`src/sv/khuc_pkg.sv`:
```
// ----------------------------------------------------------------------------
// khuc_pkg
// Types and constants shared by the key hash unlock check block.
// ----------------------------------------------------------------------------
package khuc_pkg;

  // Request coming in: one key byte or the lock command
  typedef struct packed {
    logic       op;
    logic [7:0] key_byte;
    logic       last;
  } khuc_in_t;

  // Result going out
  typedef struct packed {
    logic        matched;
    logic        locked_now;
    logic [31:0] hash_value;
  } khuc_out_t;

  // Finished key or lock command, from the hash stage to the lock stage
  typedef struct packed {
    logic        is_lock;
    logic [31:0] hash;
  } khuc_fin_t;

  localparam logic OP_KEY_BYTE = 1'b0;
  localparam logic OP_LOCK     = 1'b1;

  localparam logic [1:0] KIND_AP = 2'd0;
  localparam logic [1:0] KIND_BP = 2'd1;
  localparam logic [1:0] KIND_MX = 2'd2;

  localparam logic [31:0] AP_SEED   = 32'hAAAA_AAAA;
  localparam logic [31:0] MX_FACTOR = 32'h811C_9DC5;

  localparam logic [7:0] AP_CHAR_LO = 8'h30;  // '0'
  localparam logic [7:0] AP_CHAR_HI = 8'h4D;  // 'M'
  localparam logic [7:0] BP_CHAR_HI = 8'h6D;  // 'm'

endpackage

```
`src/sv/key_hash_unlock_check.sv`:
```
// ----------------------------------------------------------------------------
// key_hash_unlock_check
// Hashes a key byte by byte and unlocks when the hash equals a set value.
// ----------------------------------------------------------------------------
// One request enters per clock cycle unless in_stall_o holds it; the running
// hash absorbs a byte per cycle through one 32x32 constant multiply or a few
// shifts and xors. A request passes an input register, the hash stage and the
// lock stage, each registering it in turn. Only a final key byte or a lock
// command produces a result. The user must write the expected value register
// through the cfg channel only while idle; the block does not enforce this.
module key_hash_unlock_check import khuc_pkg::*; (
  input  logic        clk_i,
  input  logic        rst_ni,
  input  logic        in_valid_i,
  output logic        in_stall_o,
  input  khuc_in_t    in_data_i,
  output logic        out_valid_o,
  input  logic        out_stall_i,
  output khuc_out_t   out_data_o,
  input  logic        cfg_valid_i,
  output logic        cfg_ready_o,
  input  logic [31:0] cfg_data_i
);

  logic      in_valid_q;
  khuc_in_t  in_q;
  logic      hash_ready;
  logic      fin_valid;
  khuc_fin_t fin_data;
  logic      lock_ready;
  logic      in_fire;

  assign cfg_ready_o = 1'b1;
  assign in_stall_o  = in_valid_q && !hash_ready;
  assign in_fire     = in_valid_i && !in_stall_o;

  always_ff @(posedge clk_i or negedge rst_ni) begin
    if (!rst_ni) begin
      in_valid_q <= 1'b0;
    end else if (!in_stall_o) begin
      in_valid_q <= in_valid_i;
    end
  end

  always_ff @(posedge clk_i) begin
    if (in_fire) begin
      in_q <= in_data_i;
    end
  end

  khuc_hash u_hash (
    .clk_i      (clk_i),
    .rst_ni     (rst_ni),
    .up_valid_i (in_valid_q),
    .up_data_i  (in_q),
    .up_ready_o (hash_ready),
    .dn_valid_o (fin_valid),
    .dn_data_o  (fin_data),
    .dn_ready_i (lock_ready)
  );

  khuc_lock u_lock (
    .clk_i       (clk_i),
    .rst_ni      (rst_ni),
    .cfg_valid_i (cfg_valid_i && cfg_ready_o),
    .cfg_data_i  (cfg_data_i),
    .up_valid_i  (fin_valid),
    .up_data_i   (fin_data),
    .up_ready_o  (lock_ready),
    .out_valid_o (out_valid_o),
    .out_data_o  (out_data_o),
    .out_stall_i (out_stall_i)
  );

endmodule

```
`src/sv/khuc_hash.sv`:
```
// ----------------------------------------------------------------------------
// khuc_hash
// Hash stage: absorbs one key byte per cycle, unless the lock stage holds it,
// into the running hash and registers the finished hash or the lock command.
// ----------------------------------------------------------------------------
module khuc_hash import khuc_pkg::*; (
  input  logic      clk_i,
  input  logic      rst_ni,
  input  logic      up_valid_i,
  input  khuc_in_t  up_data_i,
  output logic      up_ready_o,
  output logic      dn_valid_o,
  output khuc_fin_t dn_data_o,
  input  logic      dn_ready_i
);

  logic        res_valid_q, res_valid_d;
  khuc_fin_t   res_q, res_d;
  logic [31:0] hash_q, hash_d;
  logic [1:0]  kind_q, kind_d;
  logic        odd_q, odd_d;
  logic        start_q, start_d;

  logic        fire;
  logic [31:0] byte_ext;
  logic [1:0]  kind_cur;
  logic [31:0] hash_cur;
  logic        odd_cur;
  logic [31:0] prod;
  logic [31:0] hash_new;

  assign up_ready_o = !res_valid_q || dn_ready_i;
  assign fire       = up_valid_i && up_ready_o;
  assign dn_valid_o = res_valid_q;
  assign dn_data_o  = res_q;

  assign byte_ext = {{24{up_data_i.key_byte[7]}}, up_data_i.key_byte};

  // First byte of a key picks the hash and its seed
  always_comb begin
    kind_cur = kind_q;
    hash_cur = hash_q;
    odd_cur  = odd_q;
    if (start_q) begin
      odd_cur  = 1'b0;
      hash_cur = '0;
      if (up_data_i.key_byte >= AP_CHAR_LO && up_data_i.key_byte <= AP_CHAR_HI) begin
        kind_cur = KIND_AP;
        hash_cur = AP_SEED;
      end else if (up_data_i.key_byte > AP_CHAR_HI &&
                   up_data_i.key_byte <= BP_CHAR_HI) begin
        kind_cur = KIND_BP;
      end else begin
        kind_cur = KIND_MX;
      end
    end
  end

  assign prod = hash_cur * MX_FACTOR;

  always_comb begin
    case (kind_cur)
      KIND_AP: begin
        if (!odd_cur) begin
          hash_new = hash_cur ^ ((hash_cur << 7) ^ byte_ext ^ (hash_cur >> 3));
        end else begin
          hash_new = hash_cur ^ ~((hash_cur << 11) ^ byte_ext ^ (hash_cur >> 5));
        end
      end
      KIND_BP: begin
        hash_new = (hash_cur << 7) ^ byte_ext;
      end
      default: begin
        hash_new = prod ^ byte_ext;
      end
    endcase
  end

  always_comb begin
    res_valid_d = res_valid_q && !dn_ready_i;
    res_d       = res_q;
    hash_d      = hash_q;
    kind_d      = kind_q;
    odd_d       = odd_q;
    start_d     = start_q;
    if (fire) begin
      if (up_data_i.op == OP_LOCK) begin
        res_valid_d   = 1'b1;
        res_d.is_lock = 1'b1;
        res_d.hash    = '0;
        hash_d        = '0;
        odd_d         = 1'b0;
        start_d       = 1'b1;
      end else if (up_data_i.last) begin
        res_valid_d   = 1'b1;
        res_d.is_lock = 1'b0;
        res_d.hash    = hash_new;
        kind_d        = kind_cur;
        hash_d        = '0;
        odd_d         = 1'b0;
        start_d       = 1'b1;
      end else begin
        kind_d  = kind_cur;
        hash_d  = hash_new;
        odd_d   = !odd_cur;
        start_d = 1'b0;
      end
    end
  end

  always_ff @(posedge clk_i or negedge rst_ni) begin
    if (!rst_ni) begin
      res_valid_q <= 1'b0;
      hash_q      <= '0;
      kind_q      <= KIND_AP;
      odd_q       <= 1'b0;
      start_q     <= 1'b1;
    end else begin
      res_valid_q <= res_valid_d;
      hash_q      <= hash_d;
      kind_q      <= kind_d;
      odd_q       <= odd_d;
      start_q     <= start_d;
    end
  end

  always_ff @(posedge clk_i) begin
    res_q <= res_d;
  end

  a_lock_restarts_key: assert property (@(posedge clk_i) disable iff (!rst_ni)
    (fire && up_data_i.op == OP_LOCK) |=> (start_q && hash_q == '0 && !odd_q))
    else $error("lock command did not restart the key");

  a_result_on_end: assert property (@(posedge clk_i) disable iff (!rst_ni)
    (fire && (up_data_i.op == OP_LOCK || up_data_i.last)) |=> res_valid_q)
    else $error("finished key or lock gave no result");

  a_no_result_mid_key: assert property (@(posedge clk_i) disable iff (!rst_ni)
    (fire && up_data_i.op == OP_KEY_BYTE && !up_data_i.last) |=> !start_q)
    else $error("middle key byte ended the key");

endmodule

```
`src/sv/khuc_lock.sv`:
```
// ----------------------------------------------------------------------------
// khuc_lock
// Lock stage: compares the finished hash with the expected value, keeps the
// lock flag and holds the result register.
// ----------------------------------------------------------------------------
module khuc_lock import khuc_pkg::*; (
  input  logic        clk_i,
  input  logic        rst_ni,
  input  logic        cfg_valid_i,
  input  logic [31:0] cfg_data_i,
  input  logic        up_valid_i,
  input  khuc_fin_t   up_data_i,
  output logic        up_ready_o,
  output logic        out_valid_o,
  output khuc_out_t   out_data_o,
  input  logic        out_stall_i
);

  logic        expected_q;
  logic [31:0] exp_val_q;
  logic        lock_q, lock_d;
  logic        out_valid_q, out_valid_d;
  khuc_out_t   out_q, out_d;
  logic        fire;
  logic        hit;

  assign up_ready_o  = !out_valid_q || !out_stall_i;
  assign fire        = up_valid_i && up_ready_o;
  assign out_valid_o = out_valid_q;
  assign out_data_o  = out_q;

  assign hit = (up_data_i.hash == exp_val_q);

  always_comb begin
    out_valid_d = out_valid_q && out_stall_i;
    out_d       = out_q;
    lock_d      = lock_q;
    if (fire) begin
      out_valid_d = 1'b1;
      if (up_data_i.is_lock) begin
        lock_d           = 1'b1;
        out_d.matched    = 1'b0;
        out_d.locked_now = 1'b1;
        out_d.hash_value = '0;
      end else begin
        if (hit) begin
          lock_d = 1'b0;
        end
        out_d.matched    = hit;
        out_d.locked_now = hit ? 1'b0 : lock_q;
        out_d.hash_value = up_data_i.hash;
      end
    end
  end

  always_ff @(posedge clk_i or negedge rst_ni) begin
    if (!rst_ni) begin
      lock_q      <= 1'b1;
      out_valid_q <= 1'b0;
      exp_val_q   <= '0;
      expected_q  <= 1'b0;
    end else begin
      lock_q      <= lock_d;
      out_valid_q <= out_valid_d;
      if (cfg_valid_i) begin
        exp_val_q  <= cfg_data_i;
        expected_q <= 1'b1;
      end
    end
  end

  always_ff @(posedge clk_i) begin
    out_q <= out_d;
  end

  // expected_q only notes that software has written the register
  a_match_unlocks: assert property (@(posedge clk_i) disable iff (!rst_ni)
    (fire && !up_data_i.is_lock && hit) |=> (!lock_q && out_q.matched))
    else $error("matching key did not unlock");

  a_lock_cmd: assert property (@(posedge clk_i) disable iff (!rst_ni)
    (fire && up_data_i.is_lock) |=> (lock_q && out_valid_q && out_q.locked_now))
    else $error("lock command did not lock");

  a_flag_matches_out: assert property (@(posedge clk_i) disable iff (!rst_ni)
    fire |=> (out_q.locked_now == lock_q))
    else $error("reported lock flag differs from state");

  a_cfg_seen: assert property (@(posedge clk_i) disable iff (!rst_ni)
    cfg_valid_i |=> expected_q)
    else $error("configuration write lost");

endmodule

```
`config.mk`:
```
export PLATFORM = sky130hd
export DESIGN_NAME = key_hash_unlock_check
export DESIGN_NICKNAME = d
export VERILOG_FILES = /design/src/sv/khuc_pkg.sv /design/src/sv/key_hash_unlock_check.sv /design/src/sv/khuc_hash.sv /design/src/sv/khuc_lock.sv
export SDC_FILE = /design/constraint.sdc
export NUM_CORES = 1
export LEC_CHECK = 0
export BUFFER_PORTS_ARGS = -buffer_cell sky130_fd_sc_hd__buf_4
export CAP_MARGIN = 20
export CELL_PAD_IN_SITES_DETAIL_PLACEMENT = 2
export CELL_PAD_IN_SITES_GLOBAL_PLACEMENT = 2
export CORE_MARGIN = 3
export CORE_UTILIZATION = 42
export DETAILED_ROUTE_END_ITERATION = 12
export PLACE_DENSITY = 0.87
export SYNTH_ARGS = -nofsm -noshare
export SYNTH_HDL_FRONTEND = slang
export SYNTH_SLANG_ARGS = --single-unit
```
`constraint.sdc`:
```
create_clock -name clk_i -period 9.37 [get_ports clk_i]
set_input_delay 0.4685 -clock clk_i [delete_from_list [all_inputs] [get_ports clk_i]]
set_output_delay 0.4685 -clock clk_i [all_outputs]
set_load 0.005 [all_outputs]
```
==> results.yml, run 1 <==
critical_path:
  cpPeakStageDelay_ns: 0.60
  path_max_fanout: 14
  cp_top_family: "adder cells"
  path_buf_inv: 7
  criticalPathCategory: "flop to flop"
  worstPathRequired_ns: 9.53
  crit_top_cell: "inv_1"
  arrival_ns: 9.01
  slowest_stage: "nor2_2"
  endpoint_kind: "flop"
  startpoint_type: "flop"
route:
  ant_nets: 0
  drt_first_pass_iters: 7
  routed_wl_mm: 63.0
  drc_errors: 0
  top_layer: "met4"
  wl_met1_mm: 25.3
  wire_per_inst_um: 28.1
  routed_via_density: 5.77
  wl_met3_mm: 2.36
  dr_total_vias: 13000
  met2WireLength_mm: 32.6
  drt_iter0_drc: 864
floorplanning:
  die_height_um: 206
  core_area_um2: 39100
  rows: 72
  start_util_pct: 42.9
  die_w_um: 206
  die_area_um2: 42400
  io_pins: 84
yosys:
  synthCells: 1669
  synth_xor_area_share_pct: 9.75
  synth_cell_type_count: 84
  synth.largest_area_cell: "fa_1"
  yosys.area_share.adder_pct: 33.9
  synth_area_leaders: "fa_1, edfxtp_1, ha_1"
  synth_compound_area_share_pct: 11.4
  synth_fp_nets: 2068
  synthFlopType: "edfxtp_1"
  synthSimpleGateAreaFrac_pct: 7.88
  synth_top_area_share_pct: 20.5
  ys_warn_count: 0
  muxShareOfSynthArea_pct: 3.36
  synth_most_common_cell: "inv_1"
  synth_edf_count: 77
  ys_top_cells_by_count: "inv_1, ha_1, fa_1"
  synth_seq_cells: 149
  synth_top_family_by_area: "adder cells"
  synth_area_per_cell_um2: 10.1
  seq_area_frac_synth_pct: 24.5
  async_reset_ff_share_pct: 48.3
  syn-cell-area_um2: 16800
sta:
  rsz0062_at_grt: "no"
  finalCriticalPeriod_ns: 8.85
  report.final.slew_viol_count: 0
  setup_viol: 0
  fin_crit_sh_pct: 94.5
  finalHoldViolations: 0
  max_clock_freq_mhz: 113
  finClkSkew_ns: 0.0125
  slew_headroom_pct: 34.7
  tightest_slew_ns: 0.975
  setup_tns_ns: 0
finish:
  syn2layout_area_growth_pct: 10.6
  drive_above_1_share_pct: 12.2
  final_nets: 2112
  instances_no_fill: 2245
place:
  dp_hpwl_mm: 49.6
  portBuffers: 82
  gp_congestion: 0.940
  placed_cells: 2209
global_route:
  grt_start_max_net_pins: 73
  overflow: 0
  first_global_vias: 15200
  grtUsageTotal_pct: 30.5
  antenna_found_initial: 1
  grt_first_pass_wirelength_mm: 96.2
clock_network:
  root_buffer: "clkbuf_16"
  post_cts_buffers: 0
  clock_latency_ns: 0.44
  cts_buffers: 17
  cts_tree: "done"
  clock_path_buffers: 2
  clk_pin_slew_ns: 0.07
  cts_sinks: 149
  cts_resized: 0
  htreeDepth: 4
pwr:
  ir_drop_mv: 0.158
  power.total_uw: 5670
  pwr_density_cell_nw_per_um2: 305
  p_leak_uw: 0.00893
min_path:
  hp-class: "input port to flop"
job:
  maxCapViolCount: 0
run_status:
  status: "finished clean"
==> kinds of logic (layout without fill, tap and decap cells) <==
logic type | count (synthesis) | after routing
compound gates | 264 | 264
xor+xnor | 186 | 186
fa+ha+maj | 352 | 352
buf+inv | 394 | 451
flops | 149 | 149
mux | 52 | 52
other cells | 1 | 2
simple gates | 271 | 271
==> metal layers <==
layer | global-route usage, % | vias to the layer above
met2 | 56.4 | 431
met1 | 36.2 | 6805
met3 | 3.23 | 150
met4 | 12.2 | 0
met5 | 0 | -
li1 | - | 5569
==> per-stage QoR <==
step                hold slack [ns]  instance area (um2)  worst slack, ns  utilization, %
floorplan                     0.173                16800             1.86               -
global placement              0.480                17900             1.07            45.7
detailed placement            0.521                17900            0.647            45.7
CTS                           0.178                18500            0.594            47.3
global route                  0.183                18500            0.160            47.4
finish                        0.197                18600            0.517            47.4
==> report_power, final <==
group / internal (uW) / leakage (uW) / total (uW) / switching (uW)
combinational: 1510 / 0.00698 / 3860 / 2350
sequential: 863 / 0.00165 / 1070 / 205
clock: 440 / 0.000300 / 736 / 296
==> path summary, 6_finish.rpt <==
check | start | slack, ns | depth (start not counted) | end
max in group asynchronous | rst_ni | 8.24 | 3 | u_lock.lock_q
max reg2reg | in_q[7] | 0.52 | 30 | u_hash.dn_data_o[27]
max | in_q[7] | 0.52 | 30 | u_hash.dn_data_o[27]
min reg2reg | u_lock.exp_val_q[31] | 0.54 | 1 | u_lock.exp_val_q[31]
min in group asynchronous | rst_ni | 0.46 | 2 | u_lock.exp_val_q[19]
min | in_data_i[3] | 0.20 | 1 | in_q[3]
==> worst reg2reg max path, delay by kind of cell, from the launching register on <==
family                   cells  cell delay (ns)
adder cells (fa/ha/maj)      9             4.12
flip-flops                   1             0.57
buffers and inverters        7             0.66
XOR/XNOR                     2             0.29
AND/OR/NAND/NOR              5             1.35
AO/OA/AOI/OAI                7             1.57
==> timing repair <==
item | in CTS | in global routing
hold buffers | 0 | 1
endpoints found under the hold margin | 0 | 18
setup endpoints to repair | 0 | 0
==> sequential cells by signal, summed over array words and instances (netlist names) <==
name                flops
u_lock.out_data_o      34
u_hash.dn_data_o       33
u_hash.hash_q          32
u_lock.exp_val_q       32
in_q                   10
u_hash.kind_q           2
in_valid_q              1
u_hash.dn_valid_o       1
u_hash.odd_q            1
u_hash.start_q          1
u_lock.lock_q           1
u_lock.out_valid_o      1
==> cell usage in the layout, fill, tap and decap left out, types with 10 or more instances in the layout <==
| master | count |
|---|---|
| a21oi_1 | 36 |
| mux2i_1 | 18 |
| a21o_1 | 26 |
| o22ai_1 | 10 |
| nand4_1 | 10 |
| buf_4 | 107 |
| edfxtp_1 | 77 |
| xor2_1 | 63 |
| o221ai_1 | 15 |
| ha_1 | 180 |
| inv_1 | 306 |
| clkbuf_16 | 17 |
| dfrtp_1 | 70 |
| fa_1 | 172 |
| nor3_1 | 10 |
| o21ai_1 | 25 |
| nand3_1 | 16 |
| nor2b_1 | 46 |
| o21ai_0 | 44 |
| mux2_2 | 34 |
| nor2_1 | 72 |
| nand2_1 | 78 |
| xnor2_1 | 122 |
==> final cells by class <==
cell class,count,area (um2)
diodes,1,2.50
flip-flops and latches,149,4120
multi-input cells,1126,11100
well taps,518,648
clock buffers,20,467
repair buffers,110,861
clock inverters,12,150
inverters,309,1160
fillers,4072,20500
(Power assumes the default switching activity.)
==> run 2, diff against run 1 <==
==> constraint.sdc (replaced) <==
create_clock -name clk_i -period 9.37 [get_ports clk_i]
set_input_delay 1.874 -clock clk_i [delete_from_list [all_inputs] [get_ports clk_i]]
set_output_delay 1.874 -clock clk_i [all_outputs]
set_load 0.005 [all_outputs]
==> run 2 against run 1 <==
  * Clock skew is 0.0015 ns higher
  * Hold slack better by 0.34 ns
  * Via count hardly changed
  * Register-to-register slack better by 0.02 ns
  * Sequential power hardly changed
  * Total power hardly changed
  * Critical path depth stayed put
  * Combinational power hardly changed
  * Global-route usage stayed put
  * Critical endpoint unchanged
  * Largest power group unchanged
==> results.yml, run 2 (synthesized netlist as in run 1, its figures left out) <==
sta:
  report.final.slew_viol_count: 0
  tightest_slew_ns: 0.987
  max_clock_freq_mhz: 113
  rsz0062_at_grt: "no"
  setup_tns_ns: 0
  fin_crit_sh_pct: 94.3
  setup_ws_ns: 0.538
  slew_headroom_pct: 34.0
  finalHoldViolations: 0
  setup_viol: 0
  finClkSkew_ns: 0.0140
  finalCriticalPeriod_ns: 8.83
job:
  maxCapViolCount: 0
route:
  routed_wl_mm: 62.9
  dr_total_vias: 12900
  drt_iter0_drc: 947
  wire_per_inst_um: 28.0
  met2WireLength_mm: 32.5
  top_layer: "met4"
  drt_first_pass_iters: 5
  wl_met3_mm: 2.35
  routed_via_density: 5.77
  drc_errors: 0
  wl_met1_mm: 25.3
  ant_nets: 0
clock_network:
  cts_buffers: 17
  cts_tree: "done"
  root_buffer: "clkbuf_16"
  clk_pin_slew_ns: 0.07
  cts_resized: 0
  clock_latency_ns: 0.44
  post_cts_buffers: 0
  cts_sinks: 149
  htreeDepth: 4
  postCtsHoldBufs: 0
  clock_path_buffers: 2
global_route:
  antenna_found_initial: 1
  grt_start_max_net_pins: 73
  overflow: 0
  grt_first_pass_wirelength_mm: 96.2
  first_global_vias: 15200
  grtUsageTotal_pct: 30.5
floorplanning:
  rows: 72
  io_pins: 84
  core_area_um2: 39100
  die_w_um: 206
  die_area_um2: 42400
  die_height_um: 206
  start_util_pct: 42.9
critical_path:
  arrival_ns: 8.99
  startpoint_type: "flop"
  crit_top_cell: "inv_1"
  path_max_fanout: 14
  endpoint_kind: "flop"
  cpPeakStageDelay_ns: 0.60
  slowest_stage: "nor2_2"
  cp_top_family: "adder cells"
  criticalPathCategory: "flop to flop"
  path_buf_inv: 7
  worstPathRequired_ns: 9.53
place:
  dp_hpwl_mm: 49.6
  dpl_cell_area_um2: 17900
  portBuffers: 82
  dp_slack_ns: 0.647
  gp_congestion: 0.940
  placed_cells: 2209
finish:
  final_core_util_pct: 47.4
  instances_no_fill: 2244
  design_area_um2: 18500
  syn2layout_area_growth_pct: 10.5
  drive_above_1_share_pct: 12.2
  final_nets: 2111
  final_common_cell: "inv_1"
  largest_reg_flops: 34
  most-common-layout-cells: "inv_1, ha_1, fa_1"
pwr:
  p_leak_uw: 0.00892
  pwr_density_cell_nw_per_um2: 306
  ir_drop_mv: 0.158
run_status:
  status: "finished clean"
min_path:
  hp-class: "flop to flop"
## run 2: cell types whose count changed in the layout (fill, tap and decap cells not counted), sizes merged
| cell | previous run | this run |
|---|---|---|
| dlygate4sd3 | 1 | 0 |
## run 2: worst paths after layout
check	from	endpoint	slack, ns	depth (start not counted)
worst max-delay path	in_q[7]	u_hash.dn_data_o[27]	0.54	30
worst min-delay path	u_lock.exp_val_q[31]	u_lock.exp_val_q[31]	0.54	1
worst max register to register	in_q[7]	u_hash.dn_data_o[27]	0.54	30
worst min register to register	u_lock.exp_val_q[31]	u_lock.exp_val_q[31]	0.54	1
max in group asynchronous	rst_ni	u_lock.lock_q	7.38	2
min in group asynchronous	rst_ni	u_lock.exp_val_q[19]	1.32	1
## run 2: per-stage QoR
step           power (uW)  hold slack (ns)
3_5_place_dp         4840            0.521
6_report             5670            0.538
4_1_cts              5660            0.535
2_1_floorplan        3630            0.421
5_1_grt              6120            0.563
3_3_place_gp         4520            0.480
## run 2: area by class of cell
class	instances	area [um2]
antenna	1	2.50
multi-input combinational	1126	11100
inverter	309	1160
clock buffer	20	467
timing repair buffer	109	851
clock inverter	12	150
sequential	149	4120
tap	518	648
fill	4075	20600
## run 2: worst register-to-register path: cells and delay by family, from the launching register on
family,cells,cell delay [ns]
compound gates,7,1.55
buf+inv,7,0.67
simple gates,5,1.34
xor+xnor,2,0.29
flops,1,0.57
fa+ha+maj,9,4.12
## run 2: metal layers
layer  up-vias  track usage, %
met2       426            56.4
met3       150            3.23
met1      6806            36.2
met4         0            12.2
met5         -               0
li1       5565               -
## run 2: power by group
part	internal, uW	switching [uW]
logic	1510	2350
registers	863	206
clock network	440	296
total	2820	2850
==> run 3, diff against run 2 <==
--- a/config.mk
+++ b/config.mk
@@ -9,6 +9,7 @@
 export CAP_MARGIN = 20
 export CELL_PAD_IN_SITES_DETAIL_PLACEMENT = 2
 export CELL_PAD_IN_SITES_GLOBAL_PLACEMENT = 2
+export CORE_ASPECT_RATIO = 1.5
 export CORE_MARGIN = 3
 export CORE_UTILIZATION = 42
 export DETAILED_ROUTE_END_ITERATION = 12
==> run 3 against run 2 <==
  * Register-to-register slack better by 0.32 ns
  * Clock skew down 0.0024 ns
  * Via count increased by 0.52%
  * Largest cell class unchanged
  * Critical path depth is the same
  * Largest power group unchanged
  * First-iteration DRC count is 19% lower
==> results.yml, run 3 (synthesized netlist as in run 1, its figures left out) <==
run_status:
  status: "finished clean"
critical_path:
  worstPathRequired_ns: 9.56
  cp_top_family: "adder cells"
  endpoint_kind: "flop"
  path_buf_inv: 7
  path_max_fanout: 10
  arrival_ns: 8.70
  crit_top_cell: "inv_1"
  startpoint_type: "flop"
  cpPeakStageDelay_ns: 0.57
  criticalPathCategory: "flop to flop"
  slowest_stage: "edfxtp_1"
finish:
  fillers: 4097
  multi_input_area_um2: 11200
  most-common-layout-cells: "inv_1, ha_1, fa_1"
  largest_reg_flops: 34
  syn2layout_area_growth_pct: 10.2
  final_common_cell: "inv_1"
  drive_above_1_share_pct: 12.3
  final_nets: 2113
  num_antenna_cells: 0
  regArea_um2: 4120
  final_core_util_pct: 46.9
clock_network:
  cts_tree: "done"
  clock_path_buffers: 2
  cts_buffers: 17
  clk_pin_slew_ns: 0.07
  root_buffer: "clkbuf_16"
  clock_latency_ns: 0.44
  htreeDepth: 4
  post_cts_buffers: 0
  cts_sinks: 149
  cts_resized: 0
  postCtsHoldBufs: 0
route:
  routed_via_density: 5.84
  dr_total_vias: 13000
  drc_errors: 0
  wire_per_inst_um: 29.2
  drt_iter0_drc: 770
  ant_nets: 0
  drt_first_pass_iters: 6
  routed_wl_mm: 65.0
sta:
  setup_viol: 0
  setup_tns_ns: 0
  tightest_slew_ns: 1.15
  finClkSkew_ns: 0.0116
  rsz0062_at_grt: "no"
  max_clock_freq_mhz: 117
  report.final.slew_viol_count: 0
  fin_crit_sh_pct: 90.9
  slew_headroom_pct: 22.6
  hold_slack_ns: 0.539
  finalHoldViolations: 0
  finalCriticalPeriod_ns: 8.51
place:
  dp_hpwl_mm: 51.2
  gp_congestion: 0.932
  portBuffers: 82
global_route:
  grtUsageTotal_pct: 31.1
  grt_start_max_net_pins: 61
  overflow: 0
  grt_first_pass_wirelength_mm: 98.2
  first_global_vias: 15500
  antenna_found_initial: 0
floorplanning:
  rows: 89
  start_util_pct: 42.6
  core_area_um2: 39400
  die_height_um: 251
  io_pins: 84
  die_area_um2: 42400
  die_w_um: 169
pwr:
  p_leak_uw: 0.00889
  pwr_density_cell_nw_per_um2: 304
  ir_drop_mv: 0.185
job:
  maxCapViolCount: 0
min_path:
  hp-class: "flop to flop"
## run 3: changes by cell type in the layout (fill, tap and decap cells not counted), moves of 2 or more
cell / change
buf_4: +3
clkinvlp_4: +3
clkbuf_1: +2
clkinv_2: -2
## run 3: cell type report
type	count	share of cell area, %
multi-input combinational	1126	60.3
sequential	149	22.3
inverter	309	6.27
timing repair buffer	111	4.58
tap	500	3.38
clock buffer	21	2.49
clock inverter	11	0.670
## run 3: stage by stage
step                power [uW]  worst slack [ns]  instance area (um2)  cells
finish                    5630             0.856                18500   2227
global route              6050             0.512                18500   2227
CTS                       5610             0.890                18500   2225
detailed placement        4820             0.909                17900   2193
global placement          4500              1.14                17900   2193
floorplan                 3630              1.86                16800   1669
## run 3: path summary, 6_finish.rpt
check	startpoint	slack [ns]	cells past startpoint	end
min in group asynchronous	rst_ni	1.37	1	u_lock.exp_val_q[4]
max in group asynchronous	rst_ni	6.94	2	u_lock.exp_val_q[21]
hold reg to reg	u_lock.exp_val_q[20]	0.54	1	u_lock.exp_val_q[20]
setup reg to reg	in_q[7]	0.86	30	u_hash.dn_data_o[30]
setup / recovery	in_q[7]	0.86	30	u_hash.dn_data_o[30]
hold / removal	u_lock.exp_val_q[20]	0.54	1	u_lock.exp_val_q[20]
## run 3: power by group
group	switching [uW]	leakage [uW]	total (uW)	internal, uW
logic	2330	0.00698	3840	1510
clock network	304	0.000270	711	407
registers	212	0.00165	1070	862
## run 3: metal layers
layer / share of wire [%] / vias to the layer above / routed length (um) / GRT usage (%)
li1: - / 5567 / - / -
met1: 34 / 6719 / 22100 / 31.5
met2: 55 / 494 / 35700 / 59.3
met3: 3.6 / 234 / 2310 / 3.35
met4: 7.7 / 0 / 4980 / 20.6
met5: 0 / - / 0 / 0
